[config.mk]
export PLATFORM = sky130hd
export DESIGN_NAME = pad_edge_and_auto_repeat_unit_flat
export DESIGN_NICKNAME = d
export VERILOG_FILES = /design/src/rtl/core/pae_pkg.sv /design/src/rtl/core/pae_if.sv /design/src/rtl/core/pad_edge_and_auto_repeat_unit.sv /design/src/rtl/core/pae_cfg_regs.sv /design/src/rtl/core/pae_merge.sv /design/src/rtl/core/pae_rep_cell.sv /design/src/flat_wrapper.sv
export SDC_FILE = /design/constraint.sdc
export NUM_CORES = 2
export LEC_CHECK = 0
export ABC_AREA = 1
export BUFFER_PORTS_ARGS = -buffer_cell sky130_fd_sc_hd__buf_2
export CORE_MARGIN = 4
export CORE_UTILIZATION = 50
export DETAILED_ROUTE_END_ITERATION = 8
export GPL_ROUTABILITY_DRIVEN = 1
export PLACE_DENSITY_LB_ADDON = 0.25
export SETUP_SLACK_MARGIN = 0.05
export SLEW_MARGIN = 20
export SYNTH_ARGS = -nofsm -noshare
export SYNTH_HDL_FRONTEND = slang
export SYNTH_SLANG_ARGS = --single-unit
[constraint.sdc]
create_clock -name clk_i -period 5 [get_ports clk_i]
set_clock_uncertainty 0.05 [all_clocks]
set_input_delay 0.25 -clock clk_i [delete_from_list [all_inputs] [get_ports clk_i]]
set_output_delay 0.25 -clock clk_i [all_outputs]
set_load 0.01 [all_outputs]
[src/rtl/core/pae_pkg.sv]
// ----------------------------------------------------------------------------
// pae_pkg: shared types and constants of the pad edge and auto-repeat unit
// Position layout, hat decoding, register indexes and the frame, result and
// configuration types used by the channels and the core modules.
// ----------------------------------------------------------------------------
`default_nettype none

package pae_pkg;

  // Position layout of the merged 20-bit mask
  localparam int PosCount   = 20;
  localparam int ButtonBase = 4;
  localparam int NumButtons = 16;

  localparam logic [3:0] PosUp    = 4'b0001;
  localparam logic [3:0] PosDown  = 4'b0010;
  localparam logic [3:0] PosLeft  = 4'b0100;
  localparam logic [3:0] PosRight = 4'b1000;

  // Per-position counter widths
  localparam int CountW = 9;
  localparam int PhaseW = 8;

  // Configuration register indexes
  localparam int CfgIdxW = 8;
  localparam logic [CfgIdxW-1:0] RegRepeatDelay    = 8'd0;
  localparam logic [CfgIdxW-1:0] RegRepeatInterval = 8'd1;
  localparam logic [CfgIdxW-1:0] RegUseAlias       = 8'd2;
  localparam logic [CfgIdxW-1:0] RegUseHat         = 8'd3;
  localparam int CfgDataW = 8;

  // Register reset values
  localparam logic [7:0] RepeatDelayReset    = 8'd30;
  localparam logic [7:0] RepeatIntervalReset = 8'd3;
  localparam logic       UseAliasReset       = 1'b1;
  localparam logic       UseHatReset         = 1'b0;

  // Hat direction codes
  typedef enum logic [3:0] {
    HatCenter = 4'd0,
    HatN      = 4'd1,
    HatNE     = 4'd2,
    HatE      = 4'd3,
    HatSE     = 4'd4,
    HatS      = 4'd5,
    HatSW     = 4'd6,
    HatW      = 4'd7,
    HatNW     = 4'd8
  } hat_dir_e;

  typedef struct packed {
    logic [7:0] repeat_delay;
    logic [7:0] repeat_interval;
    logic       use_alias;
    logic       use_hat;
  } cfg_t;

  typedef struct packed {
    logic signed [15:0]   axis_x;
    logic signed [15:0]   axis_y;
    logic [3:0]           hat_dir;
    logic [NumButtons-1:0] buttons;
    logic [PosCount-1:0]  alias_keys;
  } frame_t;

  typedef struct packed {
    logic [PosCount-1:0] pressed;
    logic [PosCount-1:0] released;
    logic [PosCount-1:0] held;
    logic [PosCount-1:0] repeat_res;
  } result_t;

  // Map a hat code onto direction bits; codes past NW add nothing
  function automatic logic [3:0] hat_dirs(logic [3:0] code);
    logic [3:0] dirs;
    unique case (code)
      HatN:    dirs = PosUp;
      HatNE:   dirs = PosUp | PosRight;
      HatE:    dirs = PosRight;
      HatSE:   dirs = PosDown | PosRight;
      HatS:    dirs = PosDown;
      HatSW:   dirs = PosDown | PosLeft;
      HatW:    dirs = PosLeft;
      HatNW:   dirs = PosUp | PosLeft;
      default: dirs = 4'b0000;
    endcase
    return dirs;
  endfunction

endpackage

`default_nettype wire

[src/rtl/core/pae_if.sv]
// ----------------------------------------------------------------------------
// pae_if: request channels of the pad edge and auto-repeat unit
// Frame, result and configuration write channels, each with valid/ready.
// ----------------------------------------------------------------------------
`default_nettype none

interface pae_frame_if;
  logic               valid;
  logic               ready;
  logic signed [15:0] axis_x;
  logic signed [15:0] axis_y;
  logic [3:0]         hat_dir;
  logic [15:0]        buttons;
  logic [19:0]        alias_keys;

  modport source (output valid, axis_x, axis_y, hat_dir, buttons, alias_keys,
                  input ready);
  modport sink   (input valid, axis_x, axis_y, hat_dir, buttons, alias_keys,
                  output ready);
endinterface

interface pae_result_if;
  logic        valid;
  logic        ready;
  logic [19:0] pressed;
  logic [19:0] released;
  logic [19:0] held;
  logic [19:0] repeat_res;

  modport source (output valid, pressed, released, held, repeat_res,
                  input ready);
  modport sink   (input valid, pressed, released, held, repeat_res,
                  output ready);
endinterface

interface pae_cfg_if;
  logic       valid;
  logic       ready;
  logic [7:0] index;
  logic [7:0] data;

  modport source (output valid, index, data, input ready);
  modport sink   (input valid, index, data, output ready);
endinterface

`default_nettype wire

[src/rtl/core/pad_edge_and_auto_repeat_unit.sv]
// ----------------------------------------------------------------------------
// pad_edge_and_auto_repeat_unit: pad edge detector with typematic repeat
// Top level: frame register, merge and per-position repeat cells, result
// register.
// ----------------------------------------------------------------------------
// Each polling frame is taken into a frame register, merged into a position
// mask and compared with the previous frame in a single pass, and the
// pressed, released, held and repeat masks land in the result register. The
// unit takes one frame every cycle while the result channel does not stall;
// a frame passes through the frame register and then the result register,
// which enclose the per-position logic, and a stalled result channel holds
// it in the frame register. When the result channel stalls, the frame
// register still takes one more frame before the input stops.
// Configuration writes take effect at once and belong in idle periods.
`default_nettype none

module pad_edge_and_auto_repeat_unit #(
  parameter int NumPositions = 20
) (
  input  wire logic    clk_i,
  input  wire logic    rst_ni,
  pae_cfg_if.sink      cfg_i,
  pae_frame_if.sink    in_i,
  pae_result_if.source out_o
);
  import pae_pkg::*;

  cfg_t                    cfg;
  frame_t                  frame_q;
  logic                    frame_valid_q;
  logic                    advance;
  logic [PosCount-1:0]     merged;
  logic [NumPositions-1:0] cur;
  logic [NumPositions-1:0] prev_q;
  logic [NumPositions-1:0] held;
  logic [NumPositions-1:0] rep;
  result_t                 res_d, res_q;
  logic                    res_valid_q;

  pae_cfg_regs u_cfg (
    .clk_i  (clk_i),
    .rst_ni (rst_ni),
    .cfg_i  (cfg_i),
    .cfg_o  (cfg)
  );

  // Move the frame on when the result register is free or being drained
  assign advance    = frame_valid_q && (!res_valid_q || out_o.ready);
  assign in_i.ready = !frame_valid_q || advance;

  // Frame register
  always_ff @(posedge clk_i or negedge rst_ni) begin
    if (!rst_ni) begin
      frame_valid_q <= 1'b0;
    end else if (in_i.ready) begin
      frame_valid_q <= in_i.valid;
    end
  end

  always_ff @(posedge clk_i) begin
    if (in_i.ready && in_i.valid) begin
      frame_q.axis_x     <= in_i.axis_x;
      frame_q.axis_y     <= in_i.axis_y;
      frame_q.hat_dir    <= in_i.hat_dir;
      frame_q.buttons    <= in_i.buttons;
      frame_q.alias_keys <= in_i.alias_keys;
    end
  end

  pae_merge u_merge (
    .frame_i (frame_q),
    .cfg_i   (cfg),
    .mask_o  (merged)
  );

  // Fit the merged mask to the position count; extra positions stay low
  for (genvar j = 0; j < NumPositions; j++) begin : g_pos
    if (j < PosCount) begin : g_src
      assign cur[j] = merged[j];
    end else begin : g_nosrc
      assign cur[j] = 1'b0;
    end

    pae_rep_cell u_cell (
      .clk_i     (clk_i),
      .rst_ni    (rst_ni),
      .advance_i (advance),
      .held_i    (held[j]),
      .cfg_i     (cfg),
      .repeat_o  (rep[j])
    );
  end

  assign held = prev_q & cur;

  // Previous mask
  always_ff @(posedge clk_i or negedge rst_ni) begin
    if (!rst_ni) begin
      prev_q <= '0;
    end else if (advance) begin
      prev_q <= cur;
    end
  end

  // Show only the first twenty positions
  for (genvar k = 0; k < PosCount; k++) begin : g_out
    if (k < NumPositions) begin : g_live
      assign res_d.pressed[k]    = ~prev_q[k] & cur[k];
      assign res_d.released[k]   = prev_q[k] & ~cur[k];
      assign res_d.held[k]       = held[k];
      assign res_d.repeat_res[k] = rep[k];
    end else begin : g_dead
      assign res_d.pressed[k]    = 1'b0;
      assign res_d.released[k]   = 1'b0;
      assign res_d.held[k]       = 1'b0;
      assign res_d.repeat_res[k] = 1'b0;
    end
  end

  // Result register
  always_ff @(posedge clk_i or negedge rst_ni) begin
    if (!rst_ni) begin
      res_valid_q <= 1'b0;
    end else if (advance) begin
      res_valid_q <= 1'b1;
    end else if (out_o.ready) begin
      res_valid_q <= 1'b0;
    end
  end

  always_ff @(posedge clk_i) begin
    if (advance) begin
      res_q <= res_d;
    end
  end

  assign out_o.valid      = res_valid_q;
  assign out_o.pressed    = res_q.pressed;
  assign out_o.released   = res_q.released;
  assign out_o.held       = res_q.held;
  assign out_o.repeat_res = res_q.repeat_res;

`ifndef SYNTHESIS
  // A position cannot be pressed and released in one frame
  a_press_release_excl: assert property (@(posedge clk_i) disable iff (!rst_ni)
    res_valid_q |-> ((res_q.pressed & res_q.released) == '0))
    else $error("pressed and released overlap");

  // Repeat pulses only on held positions
  a_repeat_in_held: assert property (@(posedge clk_i) disable iff (!rst_ni)
    res_valid_q |-> ((res_q.repeat_res & ~res_q.held) == '0))
    else $error("repeat pulse on a position that is not held");

  // A frame waiting behind a stalled result stays in the frame register
  a_frame_kept: assert property (@(posedge clk_i) disable iff (!rst_ni)
    (frame_valid_q && !advance) |=> (frame_valid_q && $stable(frame_q)))
    else $error("waiting frame lost");

  // A frame that moves on always leaves a result behind
  a_result_follows: assert property (@(posedge clk_i) disable iff (!rst_ni)
    advance |=> res_valid_q)
    else $error("result missing after frame advance");
`endif

endmodule

`default_nettype wire

[src/rtl/core/pae_cfg_regs.sv]
// ----------------------------------------------------------------------------
// pae_cfg_regs: configuration registers
// Holds repeat delay, repeat interval and the alias and hat enables.
// ----------------------------------------------------------------------------
`default_nettype none

module pae_cfg_regs (
  input  wire logic   clk_i,
  input  wire logic   rst_ni,
  pae_cfg_if.sink     cfg_i,
  output pae_pkg::cfg_t cfg_o
);
  import pae_pkg::*;

  cfg_t cfg_q, cfg_d;

  // Always take write requests
  assign cfg_i.ready = 1'b1;

  // Decode the register index; unknown indexes drop the write
  always_comb begin
    cfg_d = cfg_q;
    if (cfg_i.valid) begin
      unique case (cfg_i.index)
        RegRepeatDelay:    cfg_d.repeat_delay    = cfg_i.data;
        RegRepeatInterval: cfg_d.repeat_interval = cfg_i.data;
        RegUseAlias:       cfg_d.use_alias       = cfg_i.data[0];
        RegUseHat:         cfg_d.use_hat         = cfg_i.data[0];
        default:           cfg_d = cfg_q;
      endcase
    end
  end

  always_ff @(posedge clk_i or negedge rst_ni) begin
    if (!rst_ni) begin
      cfg_q.repeat_delay    <= RepeatDelayReset;
      cfg_q.repeat_interval <= RepeatIntervalReset;
      cfg_q.use_alias       <= UseAliasReset;
      cfg_q.use_hat         <= UseHatReset;
    end else begin
      cfg_q <= cfg_d;
    end
  end

  assign cfg_o = cfg_q;

endmodule

`default_nettype wire

[src/rtl/core/pae_merge.sv]
// ----------------------------------------------------------------------------
// pae_merge: frame to position mask
// Folds stick signs, hat directions, buttons and alias keys into one mask.
// ----------------------------------------------------------------------------
`default_nettype none

module pae_merge (
  input  pae_pkg::frame_t           frame_i,
  input  pae_pkg::cfg_t             cfg_i,
  output logic [pae_pkg::PosCount-1:0] mask_o
);
  import pae_pkg::*;

  logic [3:0] stick_dirs;
  logic [3:0] hat_bits;

  // Derive directions from the axis signs
  always_comb begin
    stick_dirs = 4'b0000;
    if (frame_i.axis_x[15]) begin
      stick_dirs = stick_dirs | PosLeft;
    end else if (frame_i.axis_x != 16'sd0) begin
      stick_dirs = stick_dirs | PosRight;
    end
    if (frame_i.axis_y[15]) begin
      stick_dirs = stick_dirs | PosUp;
    end else if (frame_i.axis_y != 16'sd0) begin
      stick_dirs = stick_dirs | PosDown;
    end
  end

  assign hat_bits = cfg_i.use_hat ? hat_dirs(frame_i.hat_dir) : 4'b0000;

  // Combine all sources
  assign mask_o = {frame_i.buttons, stick_dirs | hat_bits}
                | (cfg_i.use_alias ? frame_i.alias_keys : {PosCount{1'b0}});

endmodule

`default_nettype wire

[src/rtl/core/pae_rep_cell.sv]
// ----------------------------------------------------------------------------
// pae_rep_cell: auto-repeat state of one position
// Keeps a saturating hold count and a repeat phase and flags repeat pulses.
// ----------------------------------------------------------------------------
`default_nettype none

module pae_rep_cell (
  input  wire logic    clk_i,
  input  wire logic    rst_ni,
  input  wire logic    advance_i,
  input  wire logic    held_i,
  input  pae_pkg::cfg_t cfg_i,
  output logic         repeat_o
);
  import pae_pkg::*;

  logic [CountW-1:0] count_q, count_d;
  logic [PhaseW-1:0] phase_q, phase_d;
  logic [CountW:0]   count_inc;
  logic [CountW:0]   count_sat;
  logic [PhaseW:0]   phase_inc;
  logic              past_delay;

  // Pulse on the first held frame, then once per interval past the delay
  assign past_delay = count_q > {1'b0, cfg_i.repeat_delay};
  assign repeat_o   = held_i &&
                      ((count_q == '0) || (past_delay && (phase_q == '0)));

  assign count_inc = {1'b0, count_q} + 1'b1;
  assign count_sat = {2'b00, cfg_i.repeat_delay} + 1'b1;
  assign phase_inc = {1'b0, phase_q} + 1'b1;

  // Advance or clear the counters
  always_comb begin
    if (held_i) begin
      count_d = (count_inc > count_sat) ? count_sat[CountW-1:0] : count_inc[CountW-1:0];
      phase_d = (phase_inc >= {1'b0, cfg_i.repeat_interval}) ? '0 : phase_inc[PhaseW-1:0];
    end else begin
      count_d = '0;
      phase_d = '0;
    end
  end

  always_ff @(posedge clk_i or negedge rst_ni) begin
    if (!rst_ni) begin
      count_q <= '0;
      phase_q <= '0;
    end else if (advance_i) begin
      count_q <= count_d;
      phase_q <= phase_d;
    end
  end

endmodule

`default_nettype wire

[src/flat_wrapper.sv]
// flat-port wrapper written by rule: the top's interface ports become plain ports
module pad_edge_and_auto_repeat_unit_flat import pae_pkg::*;
#(
  parameter int NumPositions = 20
)
  (clk_i, rst_ni, cfg_i_valid, cfg_i_index, cfg_i_data, cfg_i_ready, in_i_valid, in_i_axis_x, in_i_axis_y, in_i_hat_dir, in_i_buttons, in_i_alias_keys, in_i_ready, out_o_valid, out_o_pressed, out_o_released, out_o_held, out_o_repeat_res, out_o_ready);
  pae_cfg_if cfg_i_i ();
  pae_frame_if in_i_i ();
  pae_result_if out_o_i ();
  input  wire logic clk_i;
  input  wire logic rst_ni;
  input wire logic [$bits(cfg_i_i.valid)-1:0] cfg_i_valid;
  input wire logic [$bits(cfg_i_i.index)-1:0] cfg_i_index;
  input wire logic [$bits(cfg_i_i.data)-1:0] cfg_i_data;
  output wire logic [$bits(cfg_i_i.ready)-1:0] cfg_i_ready;
  input wire logic [$bits(in_i_i.valid)-1:0] in_i_valid;
  input wire logic [$bits(in_i_i.axis_x)-1:0] in_i_axis_x;
  input wire logic [$bits(in_i_i.axis_y)-1:0] in_i_axis_y;
  input wire logic [$bits(in_i_i.hat_dir)-1:0] in_i_hat_dir;
  input wire logic [$bits(in_i_i.buttons)-1:0] in_i_buttons;
  input wire logic [$bits(in_i_i.alias_keys)-1:0] in_i_alias_keys;
  output wire logic [$bits(in_i_i.ready)-1:0] in_i_ready;
  output wire logic [$bits(out_o_i.valid)-1:0] out_o_valid;
  output wire logic [$bits(out_o_i.pressed)-1:0] out_o_pressed;
  output wire logic [$bits(out_o_i.released)-1:0] out_o_released;
  output wire logic [$bits(out_o_i.held)-1:0] out_o_held;
  output wire logic [$bits(out_o_i.repeat_res)-1:0] out_o_repeat_res;
  input wire logic [$bits(out_o_i.ready)-1:0] out_o_ready;
  assign cfg_i_i.valid = cfg_i_valid;
  assign cfg_i_i.index = cfg_i_index;
  assign cfg_i_i.data = cfg_i_data;
  assign cfg_i_ready = cfg_i_i.ready;
  assign in_i_i.valid = in_i_valid;
  assign in_i_i.axis_x = in_i_axis_x;
  assign in_i_i.axis_y = in_i_axis_y;
  assign in_i_i.hat_dir = in_i_hat_dir;
  assign in_i_i.buttons = in_i_buttons;
  assign in_i_i.alias_keys = in_i_alias_keys;
  assign in_i_ready = in_i_i.ready;
  assign out_o_valid = out_o_i.valid;
  assign out_o_pressed = out_o_i.pressed;
  assign out_o_released = out_o_i.released;
  assign out_o_held = out_o_i.held;
  assign out_o_repeat_res = out_o_i.repeat_res;
  assign out_o_i.ready = out_o_ready;
  pad_edge_and_auto_repeat_unit #(.NumPositions(NumPositions)) u_core (.clk_i(clk_i), .rst_ni(rst_ni), .cfg_i(cfg_i_i), .in_i(in_i_i), .out_o(out_o_i));
endmodule
==> results.yml <==
run_status:
  status: "finished clean"
power:
  power_switching_w: 0.01079
  switching_share: 0.4656
  p_seq_frac: 0.264
  p_leak_nw: 25.29
  power_frac_comb: 0.521
  power_w: 0.02318
  internal_power_w: 0.01239
  p_per_area_mw_per_mm2: 485.3
  vdd_drop_max_uv: 360.4
  pwr-share-clk: 0.215
synth:
  yosysWarnings: 0
  yosys.area_share.simple: 0.3162
  ys_ff_latch: 536
  synthArstFlopShare: 0.7090
  synth_compound_area_frac: 0.08620
  yosysTopAreaCellShare: 0.2203
  synth-seq-area-share: 0.3343
  syn_nets: 6291
  synth_edf_count: 152
  syn-cell-area_mm2: 0.04237
  synth_cells: 5675
  yosys.cell_types.count: 61
  synthXorXnorAreaFrac: 0.02770
  syn_avg_cell_area_um2: 7.466
  yosys.area_share.adder: 0.1544
  synth_top_area_cell: "dfrtp_1"
  synth_mux_area_frac: 0.0002362
  synth_area_leaders: "dfrtp_1 22%, ha_1 15%, nand2_1 14%, edfxtp_1 11%, nand3_1 8.6%"
  synth_top_family_by_area: "simple AND/OR/NAND/NOR gates"
  synth_flop_cell: "dfrtp_1"
floorplan:
  ios: 176
  fp-row-count: 106
  die_area_mm2: 0.08946
  chipWidth_um: 299.1
  fp.dieH_um: 299.1
  fp.coreArea_mm2: 0.08382
  start_util: 0.5055
cts:
  cts_root_buf: "clkbuf_16"
  insertion_delay_ns: 0.63
  postCtsResizedCells: 0
  cts-buffers-inserted: 66
  htree_levels: 3
  post_cts_buffers: 0
  cts_tree: "done"
  cts.path.max_buffers: 3
  clk_pin_slew_ns: 0.06
  clkSinkCount: 536
route:
  vias: 39626
  antenna_left: 0
  via_per_inst: 5.565
  routed_wl_mm: 125.7
  drt_iter0_markers: 3285
  first_pass_iters: 6
  routedWlPerCell_um: 17.66
  drc_errors: 0
finish:
  stdcell_count: 7121
  seqCellArea_mm2: 0.01416
  final_cell_mix: "1565 x nand2_1, 739 x inv_1, 726 x nand3_1"
  synthToLayoutAreaGrowth_pct: 12.72
  final_common_cell: "nand2_1"
  final_nets: 6548
  multiInputGateArea_mm2: 0.02484
  n_fill_cell: 7827
  layout-drive-gt1-share: 0.08319
timing:
  finalSetupViolCount: 0
  min_period_ns: 3.749
  max_freq_ghz: 0.2668
  rsz0062_at_grt: "false"
  worst_pin_slew_ns: 1.092
  slew_headroom: 0.2602
  finalSetupTns_ns: 0
  hold_violations: 0
  final_max_slew_viol_count: 0
  layout_worst_path_cycle_share: 0.7498
  hold_ws_ns: 0.04782
  setup_slack_ns: 1.251
place:
  post-place-ws_ns: 1.303
  dpl.cell_count: 6911
  dpl.hpwl_mm: 83.47
  gp_congestion: 0.8893
  io_buffer_count: 174
critical_path:
  required_ns: 5.46
  path_max_fanout: 26
  critPathKind: "flip-flop to flip-flop"
  startpoint_type: "flip-flop"
  critPathCaptureType: "flip-flop"
  worstPathArrival_ns: 4.20
flow_run:
  drv_cap: 0
global_routing:
  grt_pass1_vias: 37331
  gr-total-overflow: 0
  grt_pass1_wl_mm: 199.7
  antenna_found_initial: 3
  globalRouteTotalUtil: 0.2761
  grt_max_degree: 117
worst_hold_path:
  hp-class: "input port to flip-flop"
## worst max-delay path: stages (launching register included)
cell,delay [ns]
dfstp_2,0.58
ha_1,0.27
nand4_1,0.26
o21ai_4,0.61
buf_4,0.58
ha_1,0.33
nand3_1,0.14
nor2_4,0.07
nand3_1,0.08
nand3_2,0.18
nand2_2,0.24
nand2_1,0.08
nand3_1,0.07
nand2_1,0.06
## area by class of cell
| class | count | area share |
|---|---|---|
| multi-input combinational | 4253 | 0.5201 |
| sequential | 536 | 0.2966 |
| inverter | 762 | 0.06007 |
| timing repair buffer | 313 | 0.04668 |
| clock buffer | 83 | 0.03783 |
| tap | 1134 | 0.02971 |
| clock inverter | 39 | 0.008960 |
| antenna | 1 | 0.00005240 |
## sequential cells by signal, summed over array words and instances (netlist names), named ones only
name / flops
u_core.frame_q: 72
u_core.frame_valid_q: 1
u_core.g_pos.u_cell.count_q: 180
u_core.g_pos.u_cell.phase_q: 160
u_core.out_o.held: 20
u_core.out_o.pressed: 20
u_core.out_o.released: 20
u_core.out_o.repeat_res: 20
u_core.out_o.valid: 1
u_core.prev_q: 20
u_core.u_cfg.cfg_o: 18
## path summary, 6_finish.rpt
check                                       start                                 end  slack, ns  cells after the start
min reg2reg                 u_core.u_cfg.cfg_o[6]               u_core.u_cfg.cfg_o[6]       0.46                      2
min                                cfg_i_index[0]               u_core.u_cfg.cfg_o[0]       0.05                      4
max                        u_core.u_cfg.cfg_o[11]  u_core.g_pos[15].u_cell.count_q[1]       1.25                     13
min in group asynchronous                  rst_ni                   u_core.prev_q[19]       0.13                      2
max in group asynchronous                  rst_ni   u_core.g_pos[5].u_cell.count_q[7]       3.65                      3
max reg2reg                u_core.u_cfg.cfg_o[11]  u_core.g_pos[15].u_cell.count_q[1]       1.25                     13
## routing by layer
| layer | part of all wire | vias to the layer above | track usage |
|---|---|---|---|
| li1 | - | 19484 | - |
| met4 | 0.034 | 4 | 0.09486 |
| met2 | 0.45 | 1454 | 0.4446 |
| met3 | 0.082 | 250 | 0.05150 |
| met1 | 0.44 | 18434 | 0.3747 |
| met5 | 0.00021 | - | 0 |
## cells in the mapped netlist, types with 49 or more instances
cell,count
inv_1,756
o21ai_0,188
o21bai_1,56
xor2_1,128
nand2_1,1569
o22ai_1,50
nor4_1,49
nand4_1,109
dfrtp_1,373
a21oi_1,173
clkbuf_1,76
ha_1,523
edfxtp_1,152
nand3_1,726
nor2_1,331
nor3_1,52
## timing repair
action,CTS,global route
hold endpoints to repair,156,0
hold buffers,87,0
endpoints found under the setup margin,0,0
## power by group through the flow
stage / sequential, W / clock [W] / combinational, W
6_report: 0.00613 / 0.00498 / 0.0121
4_1_cts: 0.00610 / 0.00507 / 0.0120
2_1_floorplan: 0.00589 / 0 / 0.00927
3_3_place_gp: 0.00616 / 0 / 0.0116
3_5_place_dp: 0.00616 / 0 / 0.0118
5_1_grt: 0.00621 / 0.00526 / 0.0137
## kinds of logic (layout without fill, tap and decap cells)
kind of cell	count (synthesis)	after routing
muxes	1	1
xor gates and xnor gates	134	134
DFF	536	536
and+or+nand+nor	2985	2985
AOI/OAI and AO/OA	609	609
adders and majority gates	523	523
buffers and inverters	886	1197
other	1	2
## through the flow
step                      instance area (µm²)  utilization
after floorplan                         42370            -
after global placement                  44640       0.5326
after detailed placement                44650       0.5326
after CTS                               47750       0.5697
after global routing                    47760       0.5698
final                                   47760       0.5698
(Power assumes the default switching activity.)
